File: config.mk
export PLATFORM = sky130hd
export DESIGN_NAME = cpu8_alu_flags_execute
export DESIGN_NICKNAME = d
export VERILOG_FILES = /design/src/hw/rtl/c8alu_pkg.sv /design/src/hw/rtl/c8alu_core.sv /design/src/hw/rtl/cpu8_alu_flags_execute.sv
export SDC_FILE = /design/constraint.sdc
export NUM_CORES = 1
export LEC_CHECK = 0
export BUFFER_PORTS_ARGS = -buffer_cell sky130_fd_sc_hd__clkbuf_2
export CAP_MARGIN = 20
export CORE_MARGIN = 8
export CORE_UTILIZATION = 45
export DETAILED_ROUTE_END_ITERATION = 16
export GPL_TIMING_DRIVEN = 0
export PLACE_DENSITY_LB_ADDON = 0.08
export SKIP_CTS_REPAIR_TIMING = 1
export SLEW_MARGIN = 15
export SYNTH_ARGS = -nofsm -noshare
export SYNTH_HDL_FRONTEND = slang
export SYNTH_SLANG_ARGS = --single-unit
File: constraint.sdc
create_clock -name clk_i -period 4.8 [get_ports clk_i]
set_clock_uncertainty 0.15 [all_clocks]
set_input_delay 0.96 -clock clk_i [delete_from_list [all_inputs] [get_ports clk_i]]
set_output_delay 0.96 -clock clk_i [all_outputs]
set_load 0.005 [all_outputs]
File: src/hw/rtl/c8alu_pkg.sv
`timescale 1ns / 1ps

package c8alu_pkg;

  // Status register bit positions.
  localparam int unsigned FlagC = 0;
  localparam int unsigned FlagZ = 1;
  localparam int unsigned FlagI = 2;
  localparam int unsigned FlagD = 3;
  localparam int unsigned FlagV = 6;
  localparam int unsigned FlagN = 7;

  // Widths of the stream payloads.
  localparam int unsigned CmdWidth      = 6;
  localparam int unsigned InUserWidth   = CmdWidth + 1;
  localparam int unsigned InDataWidth   = 8;
  localparam int unsigned OutFieldWidth = 50;
  localparam int unsigned OutDataWidth  = 56;

  // Command codes.
  typedef enum logic [CmdWidth-1:0] {
    CmdNop = 6'd0,  CmdAdc = 6'd1,  CmdSbc = 6'd2,  CmdAnd = 6'd3,
    CmdOra = 6'd4,  CmdEor = 6'd5,  CmdBit = 6'd6,  CmdCmp = 6'd7,
    CmdCpx = 6'd8,  CmdCpy = 6'd9,  CmdLda = 6'd10, CmdLdx = 6'd11,
    CmdLdy = 6'd12, CmdSta = 6'd13, CmdStx = 6'd14, CmdSty = 6'd15,
    CmdAsl = 6'd16, CmdLsr = 6'd17, CmdRol = 6'd18, CmdRor = 6'd19,
    CmdInc = 6'd20, CmdDec = 6'd21, CmdInx = 6'd22, CmdIny = 6'd23,
    CmdDex = 6'd24, CmdDey = 6'd25, CmdTax = 6'd26, CmdTay = 6'd27,
    CmdTxa = 6'd28, CmdTya = 6'd29, CmdTsx = 6'd30, CmdTxs = 6'd31,
    CmdClc = 6'd32, CmdSec = 6'd33, CmdCli = 6'd34, CmdSei = 6'd35,
    CmdCld = 6'd36, CmdSed = 6'd37, CmdClv = 6'd38, CmdPha = 6'd39,
    CmdPhp = 6'd40, CmdPla = 6'd41, CmdPlp = 6'd42, CmdBcc = 6'd43,
    CmdBcs = 6'd44, CmdBeq = 6'd45, CmdBne = 6'd46, CmdBmi = 6'd47,
    CmdBpl = 6'd48, CmdBvc = 6'd49, CmdBvs = 6'd50
  } cmd_e;

  // Architectural register file of the CPU.
  typedef struct packed {
    logic [7:0] p;
    logic [7:0] sp;
    logic [7:0] y;
    logic [7:0] x;
    logic [7:0] a;
  } arch_t;

  // Memory-side outcome of one command.
  typedef struct packed {
    logic       taken;
    logic       wen;
    logic [7:0] wdata;
  } side_t;

  // Update Z and N in a status byte from a result value.
  function automatic logic [7:0] set_zn(input logic [7:0] p, input logic [7:0] v);
    logic [7:0] r;
    r        = p;
    r[FlagZ] = (v == 8'h00);
    r[FlagN] = v[7];
    return r;
  endfunction

endpackage

File: src/hw/rtl/c8alu_core.sv
`timescale 1ns / 1ps

module c8alu_core (
  input  c8alu_pkg::cmd_e  cmd_i,
  input  logic             use_acc_i,
  input  logic [7:0]       opnd_i,
  input  c8alu_pkg::arch_t st_i,
  output c8alu_pkg::arch_t st_o,
  output c8alu_pkg::side_t side_o
);
  import c8alu_pkg::*;

  logic       cin;
  logic [7:0] addend;
  logic [8:0] sum;
  logic [7:0] cmp_reg;
  logic [8:0] diff;
  logic [7:0] src;
  logic       sh_left;
  logic [7:0] sh_res;
  logic [7:0] inc_res;
  logic [7:0] dec_res;

  // Shared datapath pieces: adder, comparator, shifter, plus the memory increment and decrement.
  always_comb begin
    cin     = st_i.p[FlagC];
    addend  = (cmd_i == CmdSbc) ? ~opnd_i : opnd_i;
    sum     = {1'b0, st_i.a} + {1'b0, addend} + {8'd0, cin};
    cmp_reg = (cmd_i == CmdCpx) ? st_i.x : ((cmd_i == CmdCpy) ? st_i.y : st_i.a);
    diff    = {1'b0, cmp_reg} - {1'b0, opnd_i};
    src     = use_acc_i ? st_i.a : opnd_i;
    sh_left = (cmd_i == CmdAsl) || (cmd_i == CmdRol);
    sh_res  = sh_left ? {src[6:0], (cmd_i == CmdRol) & cin}
                      : {(cmd_i == CmdRor) & cin, src[7:1]};
    inc_res = opnd_i + 8'd1;
    dec_res = opnd_i - 8'd1;
  end

  // Command decode and register update.
  always_comb begin
    st_o   = st_i;
    side_o = '0;
    case (cmd_i)
      CmdAdc, CmdSbc: begin
        st_o.a        = sum[7:0];
        st_o.p[FlagC] = sum[8];
        st_o.p[FlagV] = ~(st_i.a[7] ^ addend[7]) & (st_i.a[7] ^ sum[7]);
        st_o.p        = set_zn(st_o.p, sum[7:0]);
      end
      CmdAnd: begin
        st_o.a = st_i.a & opnd_i;
        st_o.p = set_zn(st_i.p, st_i.a & opnd_i);
      end
      CmdOra: begin
        st_o.a = st_i.a | opnd_i;
        st_o.p = set_zn(st_i.p, st_i.a | opnd_i);
      end
      CmdEor: begin
        st_o.a = st_i.a ^ opnd_i;
        st_o.p = set_zn(st_i.p, st_i.a ^ opnd_i);
      end
      CmdBit: begin
        st_o.p[FlagZ] = ((st_i.a & opnd_i) == 8'h00);
        st_o.p[FlagV] = opnd_i[6];
        st_o.p[FlagN] = opnd_i[7];
      end
      CmdCmp, CmdCpx, CmdCpy: begin
        st_o.p[FlagC] = ~diff[8];
        st_o.p[FlagZ] = (cmp_reg == opnd_i);
        st_o.p[FlagN] = diff[7];
      end
      CmdLda: begin
        st_o.a = opnd_i;
        st_o.p = set_zn(st_i.p, opnd_i);
      end
      CmdLdx: begin
        st_o.x = opnd_i;
        st_o.p = set_zn(st_i.p, opnd_i);
      end
      CmdLdy: begin
        st_o.y = opnd_i;
        st_o.p = set_zn(st_i.p, opnd_i);
      end
      CmdSta: side_o = '{taken: 1'b0, wen: 1'b1, wdata: st_i.a};
      CmdStx: side_o = '{taken: 1'b0, wen: 1'b1, wdata: st_i.x};
      CmdSty: side_o = '{taken: 1'b0, wen: 1'b1, wdata: st_i.y};
      CmdAsl, CmdLsr, CmdRol, CmdRor: begin
        st_o.p[FlagC] = sh_left ? src[7] : src[0];
        st_o.p        = set_zn(st_o.p, sh_res);
        if (use_acc_i) begin
          st_o.a = sh_res;
        end else begin
          side_o = '{taken: 1'b0, wen: 1'b1, wdata: sh_res};
        end
      end
      CmdInc: begin
        st_o.p = set_zn(st_i.p, inc_res);
        side_o = '{taken: 1'b0, wen: 1'b1, wdata: inc_res};
      end
      CmdDec: begin
        st_o.p = set_zn(st_i.p, dec_res);
        side_o = '{taken: 1'b0, wen: 1'b1, wdata: dec_res};
      end
      CmdInx: begin
        st_o.x = st_i.x + 8'd1;
        st_o.p = set_zn(st_i.p, st_i.x + 8'd1);
      end
      CmdIny: begin
        st_o.y = st_i.y + 8'd1;
        st_o.p = set_zn(st_i.p, st_i.y + 8'd1);
      end
      CmdDex: begin
        st_o.x = st_i.x - 8'd1;
        st_o.p = set_zn(st_i.p, st_i.x - 8'd1);
      end
      CmdDey: begin
        st_o.y = st_i.y - 8'd1;
        st_o.p = set_zn(st_i.p, st_i.y - 8'd1);
      end
      CmdTax: begin
        st_o.x = st_i.a;
        st_o.p = set_zn(st_i.p, st_i.a);
      end
      CmdTay: begin
        st_o.y = st_i.a;
        st_o.p = set_zn(st_i.p, st_i.a);
      end
      CmdTxa: begin
        st_o.a = st_i.x;
        st_o.p = set_zn(st_i.p, st_i.x);
      end
      CmdTya: begin
        st_o.a = st_i.y;
        st_o.p = set_zn(st_i.p, st_i.y);
      end
      CmdTsx: begin
        st_o.x = st_i.sp;
        st_o.p = set_zn(st_i.p, st_i.sp);
      end
      CmdTxs: st_o.sp = st_i.x;
      CmdClc: st_o.p[FlagC] = 1'b0;
      CmdSec: st_o.p[FlagC] = 1'b1;
      CmdCli: st_o.p[FlagI] = 1'b0;
      CmdSei: st_o.p[FlagI] = 1'b1;
      CmdCld: st_o.p[FlagD] = 1'b0;
      CmdSed: st_o.p[FlagD] = 1'b1;
      CmdClv: st_o.p[FlagV] = 1'b0;
      CmdPha, CmdPhp: begin
        side_o  = '{taken: 1'b0, wen: 1'b1,
                    wdata: (cmd_i == CmdPha) ? st_i.a : st_i.p};
        st_o.sp = st_i.sp - 8'd1;
      end
      CmdPla: begin
        st_o.a  = opnd_i;
        st_o.p  = set_zn(st_i.p, opnd_i);
        st_o.sp = st_i.sp + 8'd1;
      end
      CmdPlp: begin
        st_o.p  = opnd_i;
        st_o.sp = st_i.sp + 8'd1;
      end
      CmdBcc: side_o.taken = ~st_i.p[FlagC];
      CmdBcs: side_o.taken =  st_i.p[FlagC];
      CmdBeq: side_o.taken =  st_i.p[FlagZ];
      CmdBne: side_o.taken = ~st_i.p[FlagZ];
      CmdBmi: side_o.taken =  st_i.p[FlagN];
      CmdBpl: side_o.taken = ~st_i.p[FlagN];
      CmdBvc: side_o.taken = ~st_i.p[FlagV];
      CmdBvs: side_o.taken =  st_i.p[FlagV];
      default: begin
        // NOP and undefined codes leave everything unchanged.
        st_o   = st_i;
        side_o = '0;
      end
    endcase
  end

endmodule

File: src/hw/rtl/cpu8_alu_flags_execute.sv
`timescale 1ns / 1ps
// A request is accepted into the input register and moves on to the result register once the
// result slot is free; the result holds there while m_axis_tready_i is low.
// Throughput: one request per cycle while results are taken; the combinational ALU loop over A, X,
// Y, SP and P feeds the next request directly from the updated registers.
// Reset (rst_ni low, asynchronous): A, X, Y, SP and P clear to zero, both stages empty.

module cpu8_alu_flags_execute (
  input  logic                                clk_i,
  input  logic                                rst_ni,
  input  logic                                s_axis_tvalid_i,
  output logic                                s_axis_tready_o,
  // operand[7:0]
  input  logic [c8alu_pkg::InDataWidth-1:0]   s_axis_tdata_i,
  // command[5:0], use_accumulator[6]
  input  logic [c8alu_pkg::InUserWidth-1:0]   s_axis_tuser_i,
  output logic                                m_axis_tvalid_o,
  input  logic                                m_axis_tready_i,
  // write_data[7:0], write_enable[8], branch_taken[9], acc_out[17:10], x_out[25:18],
  // y_out[33:26], sp_out[41:34], flags_out[49:42], zero fill[55:50]
  output logic [c8alu_pkg::OutDataWidth-1:0]  m_axis_tdata_o
);
  import c8alu_pkg::*;

  logic                        in_valid_q;
  logic [CmdWidth-1:0]         cmd_q;
  logic                        use_acc_q;
  logic [7:0]                  opnd_q;
  arch_t                       arch_q;
  arch_t                       arch_d;
  side_t                       side_d;
  logic                        out_valid_q;
  logic [OutFieldWidth-1:0]    out_data_q;
  logic                        advance;
  logic                        in_ready;

  // Move from input register to result register when the result slot frees up.
  assign advance  = in_valid_q && (!out_valid_q || m_axis_tready_i);
  assign in_ready = !in_valid_q || advance;

  assign s_axis_tready_o = in_ready;
  assign m_axis_tvalid_o = out_valid_q;
  assign m_axis_tdata_o  = {{(OutDataWidth-OutFieldWidth){1'b0}}, out_data_q};

  // Input register control.
  always_ff @(posedge clk_i or negedge rst_ni) begin
    if (!rst_ni) begin
      in_valid_q <= 1'b0;
    end else if (in_ready) begin
      in_valid_q <= s_axis_tvalid_i;
    end
  end

  // Input register payload.
  always_ff @(posedge clk_i) begin
    if (in_ready && s_axis_tvalid_i) begin
      cmd_q     <= s_axis_tuser_i[CmdWidth-1:0];
      use_acc_q <= s_axis_tuser_i[CmdWidth];
      opnd_q    <= s_axis_tdata_i;
    end
  end

  // ALU and flag logic.
  c8alu_core u_core (
    .cmd_i     (cmd_e'(cmd_q)),
    .use_acc_i (use_acc_q),
    .opnd_i    (opnd_q),
    .st_i      (arch_q),
    .st_o      (arch_d),
    .side_o    (side_d)
  );

  // Architectural registers commit with the result.
  always_ff @(posedge clk_i or negedge rst_ni) begin
    if (!rst_ni) begin
      arch_q <= '0;
    end else if (advance) begin
      arch_q <= arch_d;
    end
  end

  // Result register control.
  always_ff @(posedge clk_i or negedge rst_ni) begin
    if (!rst_ni) begin
      out_valid_q <= 1'b0;
    end else if (advance) begin
      out_valid_q <= 1'b1;
    end else if (m_axis_tready_i) begin
      out_valid_q <= 1'b0;
    end
  end

  // Result register payload.
  always_ff @(posedge clk_i) begin
    if (advance) begin
      out_data_q <= {arch_d.p, arch_d.sp, arch_d.y, arch_d.x, arch_d.a,
                     side_d.taken, side_d.wen, side_d.wdata};
    end
  end

  // A byte is only presented when a write is requested.
  assert property (@(posedge clk_i) disable iff (!rst_ni)
    out_valid_q && !out_data_q[8] |-> out_data_q[7:0] == 8'h00)
    else $error("write data nonzero without write enable");

  // A branch test never writes memory.
  assert property (@(posedge clk_i) disable iff (!rst_ni)
    out_valid_q |-> !(out_data_q[9] && out_data_q[8]))
    else $error("branch and write in one result");

  // Registers hold while no request moves to the result stage.
  assert property (@(posedge clk_i) disable iff (!rst_ni)
    !advance |=> $stable(arch_q))
    else $error("register file changed without a committed request");

  // The result stage reports the registers just committed.
  assert property (@(posedge clk_i) disable iff (!rst_ni)
    advance |=> out_data_q[49:10] == arch_q)
    else $error("result registers differ from committed state");

endmodule
==> results of run 1 <==
==> cell usage after synthesis, types with 7 or more instances <==
cell	count
a21oi_1	38
a221o_1	18
a221oi_1	11
a222oi_1	15
a22oi_1	18
a31oi_1	7
and2_1	9
and3_1	8
buf_2	12
buf_4	9
clkbuf_1	58
dfrtp_1	42
edfxtp_1	65
ha_1	52
inv_1	32
mux2_2	28
mux2i_1	17
nand2_1	105
nand2b_1	14
nand3_1	26
nand3b_1	8
nand4_1	15
nor2_1	99
nor2b_1	11
nor3_1	21
nor3b_1	7
nor4_1	17
o211ai_1	14
o21a_1	9
o21ai_0	49
o22ai_1	14
o31a_1	9
xnor2_1	36
xor2_1	9
==> cell families (layout without fill, tap and decap cells) <==
family,after synthesis,in the layout,share of synthesized area
xor+xnor,45,45,0.0434
buf+inv,120,207,0.0559
compound gates,266,266,0.215
simple gates,378,378,0.212
flops,107,107,0.331
fa+ha+maj,55,55,0.0783
mux,49,49,0.0634
other cells,1,6,0.000413
==> layer usage <==
metal | up-vias | global-route usage | part of all wire
li1 | 4009 | - | -
met3 | 79 | 0.0549 | 0.097
met4 | 2 | 0.124 | 0.037
met5 | - | 0 | 0.00035
met1 | 4384 | 0.415 | 0.42
met2 | 534 | 0.461 | 0.45
==> area by class of cell <==
cell class | count | area share
Clock buffer | 11 | 0.0230
Timing Repair Buffer | 71 | 0.0368
Inverter | 34 | 0.0126
Buffer | 86 | 0.0385
Sequential cell | 107 | 0.296
Clock inverter | 5 | 0.00630
Tap cell | 270 | 0.0333
Multi-Input combinational cell | 799 | 0.553
==> worst max-delay path by stage <==
stage / endpoint / cells past startpoint / startpoint / slack (ns)
after floorplan: out_data_q[43]$_DFFE_PP_ / 16 / cmd_q[1]$_DFFE_PP_ / 0.81
after global placement: out_data_q[47]$_DFFE_PP_ / 6 / m_axis_tready_i / -0.50
after detailed placement: out_data_q[43]$_DFFE_PP_ / 17 / cmd_q[1]$_DFFE_PP_ / -0.39
after CTS: out_data_q[43]$_DFFE_PP_ / 17 / cmd_q[1]$_DFFE_PP_ / -0.30
after global routing: out_data_q[43]$_DFFE_PP_ / 17 / cmd_q[1]$_DFFE_PP_ / 0.01
final: out_data_q[43]$_DFFE_PP_ / 10 / opnd_q[1]$_DFFE_PP_ / 0.13
==> where the power goes <==
group	switching [mW]	total (mW)	leakage, nW	internal [mW]
combinational	1.51	2.39	2.67	0.878
clock	0.380	0.790	0.134	0.410
sequential	0.221	1.47	1.15	1.25
==> stage by stage <==
stage	instance area (µm²)	TNS [ns]	utilization	hold slack, ns
finish	10100	0	0.506	0.344
detailed placement	9810	-0.752	0.489	0.330
global route	10100	0	0.506	0.360
global placement	9780	-28.69	0.488	0.314
floorplan	9090	0	-	0.307
CTS	10100	-0.517	0.504	0.348
==> registers in the layout (all words and copies together) (netlist names) <==
register	cells
arch_q	40
use_acc_q	1
opnd_q	8
cmd_q	6
in_valid_q	1
out_data_q	50
m_axis_tvalid_o	1
==> cell usage in the layout (no fill, tap or decap), types with 7 or more instances in the layout <==
cell type,instances
a222oi_1,15
o21a_1,9
buf_2,12
mux2_2,28
nor4_1,16
nand4_1,15
clkbuf_1,55
xnor2_1,36
clkbuf_16,9
nor2b_1,10
a221o_1,18
o22ai_1,14
and3_1,8
mux2i_1,17
a22oi_1,18
nand3b_1,8
a31oi_1,7
a21oi_1,38
nor3_1,21
o211ai_1,14
o31a_1,9
nor2_1,98
clkbuf_2,72
nand2b_1,14
edfxtp_1,65
nand2_1,104
dfrtp_1,42
inv_1,32
o21ai_0,49
xor2_1,9
buf_4,9
and2_1,9
nand3_1,26
a221oi_1,11
nor3b_1,7
ha_1,52
==> results.json, run 1 <==
{
  "crit_slowest_cell": "o311ai_1",
  "max_stage_delay_ns": 0.68,
  "p_leak_nw": 3.96,
  "powerDensity_nw_per_um2": 459,
  "crit_type": "flip-flop to flip-flop",
  "rr_endpoint": "out_data_q[43]$_DFFE_PP_",
  "postSynthAreaPerCell_um2": 8.89,
  "peakVddDrop_v": 0.000263,
  "syn_area_um2": 9070,
  "synth_cell_type_count": 81,
  "initial_core_util": 0.453,
  "dominantRegCellSynth": "edfxtp_1",
  "grt_overflow": 0,
  "async_reset_ff_frac": 0.393,
  "cp_data_arrival_time_ns": 4.60,
  "routed_wl_um": 37700,
  "required_ns": 4.73,
  "ant_nets": 0,
  "synthTopCellsByArea": "edfxtp_1 (22%), dfrtp_1 (12%), ha_1 (7.2%), nand2_1 (4.3%), nor2_1 (4.1%)",
  "crit_path_end_kind": "flip-flop",
  "nNetsFinal": 1182,
  "fp-row-count": 52,
  "clkLatencyLatePin_ns": 0.37,
  "final.setup.worst_slack_ns": 0.132,
  "rsz0062_at_grt": "no",
  "vias": 9008,
  "power_mw": 4.65,
  "vias_per_cell": 6.51,
  "status": "finished clean",
  "synth_cells": 1021,
  "die-area_um2": 25000,
  "synth_edf_count": 65,
  "dp.cells": 1367,
  "antenna_found_initial": 1,
  "drcViolationCount": 0,
  "multi_input_area_um2": 5610,
  "core_um2": 20000,
  "clk_path_buf_depth": 2,
  "yosysTopAreaCellShare": 0.215,
  "drv_slew": 0,
  "syn2layout_area_growth_pct": 11.7,
  "dp_slack_ns": -0.386,
  "start_kind": "flip-flop",
  "wire_per_inst_um": 27.2,
  "fillers": 1973,
  "dp_hpwl_um": 28100,
  "cp.buffers_inverters": 2,
  "ys_ff_latch": 107,
  "drtIter0Drc": 1196,
  "die_w_um": 158,
  "tritoncts.num_buffers": 9,
  "grt_pass1_vias": 8360,
  "r2r_cells": 10,
  "grt_usage": 0.302,
  "ff2ff_setup_slack_ns": 0.13,
  "gp_routability_congestion": 1.00,
  "ios": 77,
  "hold_start": "in_valid_q$_DFFE_PN0N_",
  "cts.clk_slew.worst_paths_ns": 0.08,
  "hold_path_class": "flip-flop to flip-flop",
  "seqCellArea_um2": 3000,
  "period_share": 0.972,
  "hold_path_depth": 1,
  "synth_warnings": 0,
  "synth_largest_area_cell": "edfxtp_1",
  "hold_viol": 0,
  "io_buffers": 70,
  "grt_max_degree": 43,
  "r2r-start": "opnd_q[1]$_DFFE_PP_",
  "crit_family": "simple AND/OR/NAND/NOR gates",
  "cts_root_buf": "clkbuf_16",
  "final_cells": 1383,
  "crit_chain": "clkbuf_1 > inv_1 > ha_1 > nor3b_1 > a2111oi_0 > o311ai_1 > o41ai_1 > or4_4 > nor3_1 > nand3_1",
  "drive_above_1_share": 0.147,
  "tightest_slew_ns": 1.14,
  "drv_cap": 0,
  "setup_viol": 0,
  "cts-htree-levels": 3,
  "crit_fanout": 10,
  "min_period_ns": 4.67,
  "grt_pass1_wl_um": 55400,
  "max_freq_mhz": 214,
  "cts_sinks": 107,
  "firstDrtPassIters": 6,
  "cts_tree": "yes",
  "fp.dieH_um": 158,
  "min_to": "m_axis_tvalid_o$_DFFE_PN0P_",
  "relSlewSlack": 0.230,
  "diodes": 0,
  "synth_seq_area_share": 0.331
}
Note: power is estimated with default switching activity, not from simulation.
==> run 2, diff against run 1 <==
- clock period: 4.8 -> 5.46 ns (I/O delays scaled with it)
==> results.json, run 2 (synthesized netlist as in run 1, its figures left out) <==
{
  "nNetsFinal": 1182,
  "r2r_cells": 17,
  "hold_ws_ns": 0.344,
  "hold_viol": 0,
  "fp.dieH_um": 158,
  "rsz0062_at_grt": "no",
  "ff2ff_setup_slack_ns": 0.44,
  "drtIter0Drc": 1182,
  "crit_fanout": 10,
  "crit_type": "flip-flop to flip-flop",
  "wire_per_inst_um": 27.2,
  "period_share": 0.920,
  "vias": 9040,
  "gp_routability_congestion": 1.00,
  "grt_overflow": 0,
  "tritoncts.num_buffers": 9,
  "initial_core_util": 0.453,
  "setup_viol": 0,
  "diodes": 0,
  "start_kind": "flip-flop",
  "tightest_slew_ns": 1.11,
  "ant_nets": 0,
  "layout_commonest_cell": "nand2_1",
  "core_um2": 20000,
  "firstDrtPassIters": 6,
  "relSlewSlack": 0.249,
  "peakVddDrop_v": 0.000231,
  "dp_hpwl_um": 28100,
  "dp_slack_ns": 0.274,
  "clkLatencyLatePin_ns": 0.37,
  "drv_cap": 0,
  "ios": 77,
  "die_w_um": 158,
  "routed_wl_um": 37600,
  "largestRegisters": "out_data_q x50, arch_q x40, opnd_q x8",
  "drive_above_1_share": 0.141,
  "cts.clk_slew.worst_paths_ns": 0.08,
  "crit_path_end_kind": "flip-flop",
  "clk_path_buf_depth": 2,
  "final.setup.worst_slack_ns": 0.437,
  "hold_path_class": "flip-flop to flip-flop",
  "largest-register": "out_data_q",
  "fillers": 1978,
  "powerDensity_nw_per_um2": 404,
  "seqCellArea_um2": 3000,
  "cts_sinks": 107,
  "grt_pass1_wl_um": 55400,
  "antenna_found_initial": 1,
  "setup_tns_ns": 0,
  "grt_max_degree": 43,
  "drcViolationCount": 0,
  "mostFrequentLayoutCells": "nand2_1 (105), nor2_1 (99), clkbuf_2 (69)",
  "required_ns": 5.39,
  "max_freq_mhz": 199,
  "grt_pass1_vias": 8360,
  "vias_per_cell": 6.54,
  "cts_tree": "yes",
  "cts-htree-levels": 3,
  "multi_input_area_um2": 5590,
  "p_leak_nw": 3.94,
  "grt_usage": 0.302,
  "hold_path_depth": 1,
  "min_period_ns": 5.02,
  "die-area_um2": 25000,
  "status": "finished clean",
  "cp_data_arrival_time_ns": 4.96,
  "cts_root_buf": "clkbuf_16",
  "largest_reg_flops": 50,
  "fp-row-count": 52,
  "syn2layout_area_growth_pct": 11.4,
  "drv_slew": 0,
  "io_buffers": 70
}
[run 2: cell types whose count changed in the layout (fill, tap and decap cells not counted)]
cell      delta
o311ai_0     +1
nor2b_4      -1
o311ai_1     -1
nor4_1       +1
nand2_1      +1
nand2_2      -1
nor4_2       -1
nor2_1       +1
nor2_2       -1
clkbuf_1     +4
clkbuf_4     -1
clkbuf_2     -3
nor2b_2      +1
[run 2: report_power, final]
part           internal [mW]  leakage, nW  switching [mW]
Combinational          0.771         2.65            1.33
Sequential              1.10         1.15           0.195
Clock                  0.360        0.134           0.333
Total                   2.23         3.94            1.86
[run 2: critical path, cell delays in order (launching register included)]
cell	delay, ns
edfxtp_1	0.36
buf_2	0.19
buf_2	0.21
nor2b_2	0.38
clkbuf_1	0.46
nand3_1	0.25
clkbuf_1	0.31
nor2_1	0.15
a21oi_1	0.05
o21ai_0	0.24
ha_1	0.29
and3_1	0.19
nand4_1	0.09
o21ai_0	0.06
or4_1	0.40
or4_4	0.54
nor3_1	0.22
nand3_1	0.18
[run 2: worst paths after layout]
path,start,endpoint
max,cmd_q[1]$_DFFE_PP_,out_data_q[43]$_DFFE_PP_
min,in_valid_q$_DFFE_PN0N_,m_axis_tvalid_o$_DFFE_PN0P_
max reg2reg,cmd_q[1]$_DFFE_PP_,out_data_q[43]$_DFFE_PP_
min reg2reg,in_valid_q$_DFFE_PN0N_,m_axis_tvalid_o$_DFFE_PN0P_
max in group asynchronous,rst_ni,arch_q[7]$_DFFE_PN0P_
min in group asynchronous,rst_ni,arch_q[4]$_DFFE_PN0P_
[run 2: per-stage QoR]
stage / total power, mW / utilization / instances / instance area (µm²)
final: 4.09 / 0.505 / 1383 / 10100
after global routing: 4.29 / 0.505 / 1383 / 10100
after CTS: 4.04 / 0.504 / 1383 / 10100
after detailed placement: 3.34 / 0.489 / 1367 / 9810
after global placement: 3.34 / 0.488 / 1366 / 9780
after floorplan: 2.62 / - / 1026 / 9090
[run 2: cell type report]
| type | instances | area share |
|---|---|---|
| multi-input combinational | 799 | 0.553 |
| sequential | 107 | 0.297 |
| buffer | 86 | 0.0379 |
| timing repair buffer | 71 | 0.0369 |
| tap | 270 | 0.0334 |
| clock buffer | 11 | 0.0230 |
| inverter | 34 | 0.0126 |
| clock inverter | 5 | 0.00631 |
[run 2: metal layers]
layer | up-vias | part of all wire | GRT usage
li1 | 4010 | - | -
met3 | 87 | 0.097 | 0.0549
met4 | 2 | 0.038 | 0.124
met5 | - | 0.00035 | 0
met2 | 547 | 0.44 | 0.461
met1 | 4394 | 0.42 | 0.415
==> run 3, diff against run 2 <==
- SYNTH_HIERARCHICAL: not set -> 1
==> results.json, run 3 <==
{
  "cts_root_buf": "clkbuf_16",
  "synthTopCellsByArea": "edfxtp_1 (22%), dfrtp_1 (12%), ha_1 (7.3%), mux2_4 (6.5%), nor2_1 (3.8%)",
  "core_um2": 19500,
  "multi_input_area_um2": 5460,
  "relSlewSlack": 0.216,
  "tightest_slew_ns": 1.17,
  "synth_largest_area_cell": "edfxtp_1",
  "start_kind": "flip-flop",
  "cts-htree-levels": 3,
  "hold_start": "arch_q[15]$_DFFE_PN0P_",
  "fp.dieH_um": 157,
  "grt_max_degree": 43,
  "syn2layout_area_growth_pct": 11.3,
  "layout_commonest_cell": "nor2_1",
  "postSynthAreaPerCell_um2": 9.31,
  "vias_per_cell": 6.45,
  "grt_overflow": 0,
  "synth_warnings": 6,
  "crit_type": "flip-flop to flip-flop",
  "crit_path_end_kind": "flip-flop",
  "hold_viol": 0,
  "cts_tree": "yes",
  "p_leak_nw": 4.04,
  "powerDensity_nw_per_um2": 422,
  "async_reset_ff_frac": 0.393,
  "ios": 77,
  "drive_above_1_share": 0.176,
  "routed_wl_um": 33500,
  "crit_family": "simple AND/OR/NAND/NOR gates",
  "fp-row-count": 51,
  "synth_edf_count": 65,
  "max_freq_mhz": 192,
  "syn_area_um2": 8950,
  "die-area_um2": 24700,
  "rsz0062_at_grt": "no",
  "wire_per_inst_um": 25.4,
  "min_period_ns": 5.21,
  "ff2ff_setup_slack_ns": 0.25,
  "vias": 8509,
  "synth.most_common_cell": "nor2_1",
  "setup_tns_ns": 0,
  "fillers": 1900,
  "crit_fanout": 10,
  "io_buffers": 70,
  "r2r-start": "cmd_q[0]$_DFFE_PP_",
  "tritoncts.num_buffers": 9,
  "cts.clk_slew.worst_paths_ns": 0.08,
  "seqCellArea_um2": 3000,
  "gp_routability_congestion": 0.984,
  "synth_cell_type_count": 80,
  "max_stage_delay_ns": 0.55,
  "dominantRegCellSynth": "edfxtp_1",
  "drv_slew": 0,
  "diodes": 0,
  "cts_sinks": 107,
  "required_ns": 5.56,
  "crit_slowest_cell": "nor4_1",
  "clkLatencyLatePin_ns": 0.37,
  "nNetsFinal": 1123,
  "ys_ff_latch": 107,
  "largest-register": "out_data_q",
  "drtIter0Drc": 981,
  "antenna_found_initial": 0,
  "drv_cap": 0,
  "cp_data_arrival_time_ns": 5.32,
  "synth_seq_area_share": 0.335,
  "largest_reg_flops": 50,
  "firstDrtPassIters": 5,
  "yosysTopAreaCellShare": 0.218,
  "dp_hpwl_um": 25100,
  "drcViolationCount": 0,
  "period_share": 0.954,
  "netlist_top_cells_count": "nor2_1 (90), nand2_1 (74), edfxtp_1 (65)",
  "grt_pass1_vias": 8222,
  "synth_cells": 962,
  "cp.buffers_inverters": 3,
  "status": "finished clean",
  "setup_viol": 0,
  "clk_path_buf_depth": 2,
  "grt_usage": 0.271,
  "largestRegisters": "out_data_q x50, arch_q x40, opnd_q x8",
  "final_area_um2": 9970,
  "mostFrequentLayoutCells": "nor2_1 (90), nand2_1 (74), clkbuf_2 (69)",
  "hold_path_class": "flip-flop to flip-flop",
  "die_w_um": 157,
  "crit_chain": "buf_2 > nor2b_1 > clkbuf_1 > nand3_1 > clkbuf_1 > mux2i_1 > o21ai_0 > ha_1 > nand3_1 > nor3_1 > a32oi_1 > o2111ai_1 > or4_1 > nor4_1 > a31oi_1 > mux2_4",
  "fin_util": 0.510,
  "peakVddDrop_v": 0.000158,
  "crit_start": "cmd_q[0]$_DFFE_PP_",
  "initial_core_util": 0.459,
  "place_area_um2": 9680,
  "power_mw": 4.21,
  "ant_nets": 0,
  "grt_pass1_wl_um": 50300
}
## run 3: per-layer routing
layer	vias up	wire [µm]	share of wire	track usage
li1	3774	-	-	-
met1	4071	14100	0.42	0.355
met2	556	15000	0.45	0.427
met3	108	2830	0.085	0.0425
met4	0	1580	0.047	0.140
met5	-	0	0	0
## run 3: layout make-up
class / instances / area share
multi-input cells: 746 / 0.548
plain buffers: 80 / 0.0388
flip-flops and latches: 107 / 0.301
repair buffers: 71 / 0.0374
inverters: 34 / 0.0128
clock inverters: 4 / 0.00301
well taps: 265 / 0.0333
clock buffers: 12 / 0.0259
## run 3: through the flow
stage / setup WS (ns) / hold WS, ns / cells
finish: 0.249 / 0.362 / 1319
global route: 0.0849 / 0.386 / 1319
CTS: 0.425 / 0.363 / 1319
detailed placement: 0.433 / 0.343 / 1303
global placement: 0.371 / 0.343 / 1302
floorplan: 1.53 / 0.326 / 967
## run 3: final timing paths
check / end / cells after the start
min in group asynchronous: arch_q[2]$_DFFE_PN0P_ / 1
hold / removal: arch_q[15]$_DFFE_PN0P_ / 1
max in group asynchronous: arch_q[36]$_DFFE_PN0P_ / 1
setup / recovery: arch_q[33]$_DFFE_PN0P_ / 16
setup reg to reg: arch_q[33]$_DFFE_PN0P_ / 16
hold reg to reg: arch_q[15]$_DFFE_PN0P_ / 1
## run 3: report_power, final
part | internal [mW] | switching, mW | leakage (nW)
sequential | 1.12 | 0.243 | 1.17
clock | 0.341 | 0.315 | 0.139
combinational | 0.900 | 1.29 | 2.74
## run 3: cells by family (layout without fill, tap and decap cells)
family                   Yosys count  in the layout  share of synthesized area
other                              1              6                   0.000419
AND/OR/NAND/NOR                  324            324                      0.184
multiplexers                      62             62                     0.0989
flip-flops                       107            107                      0.335
XOR/XNOR                          49             49                     0.0479
adder cells (fa/ha/maj)           55             55                     0.0794
AO/OA/AOI/OAI                    250            250                      0.196
buffers and inverters            114            201                     0.0574
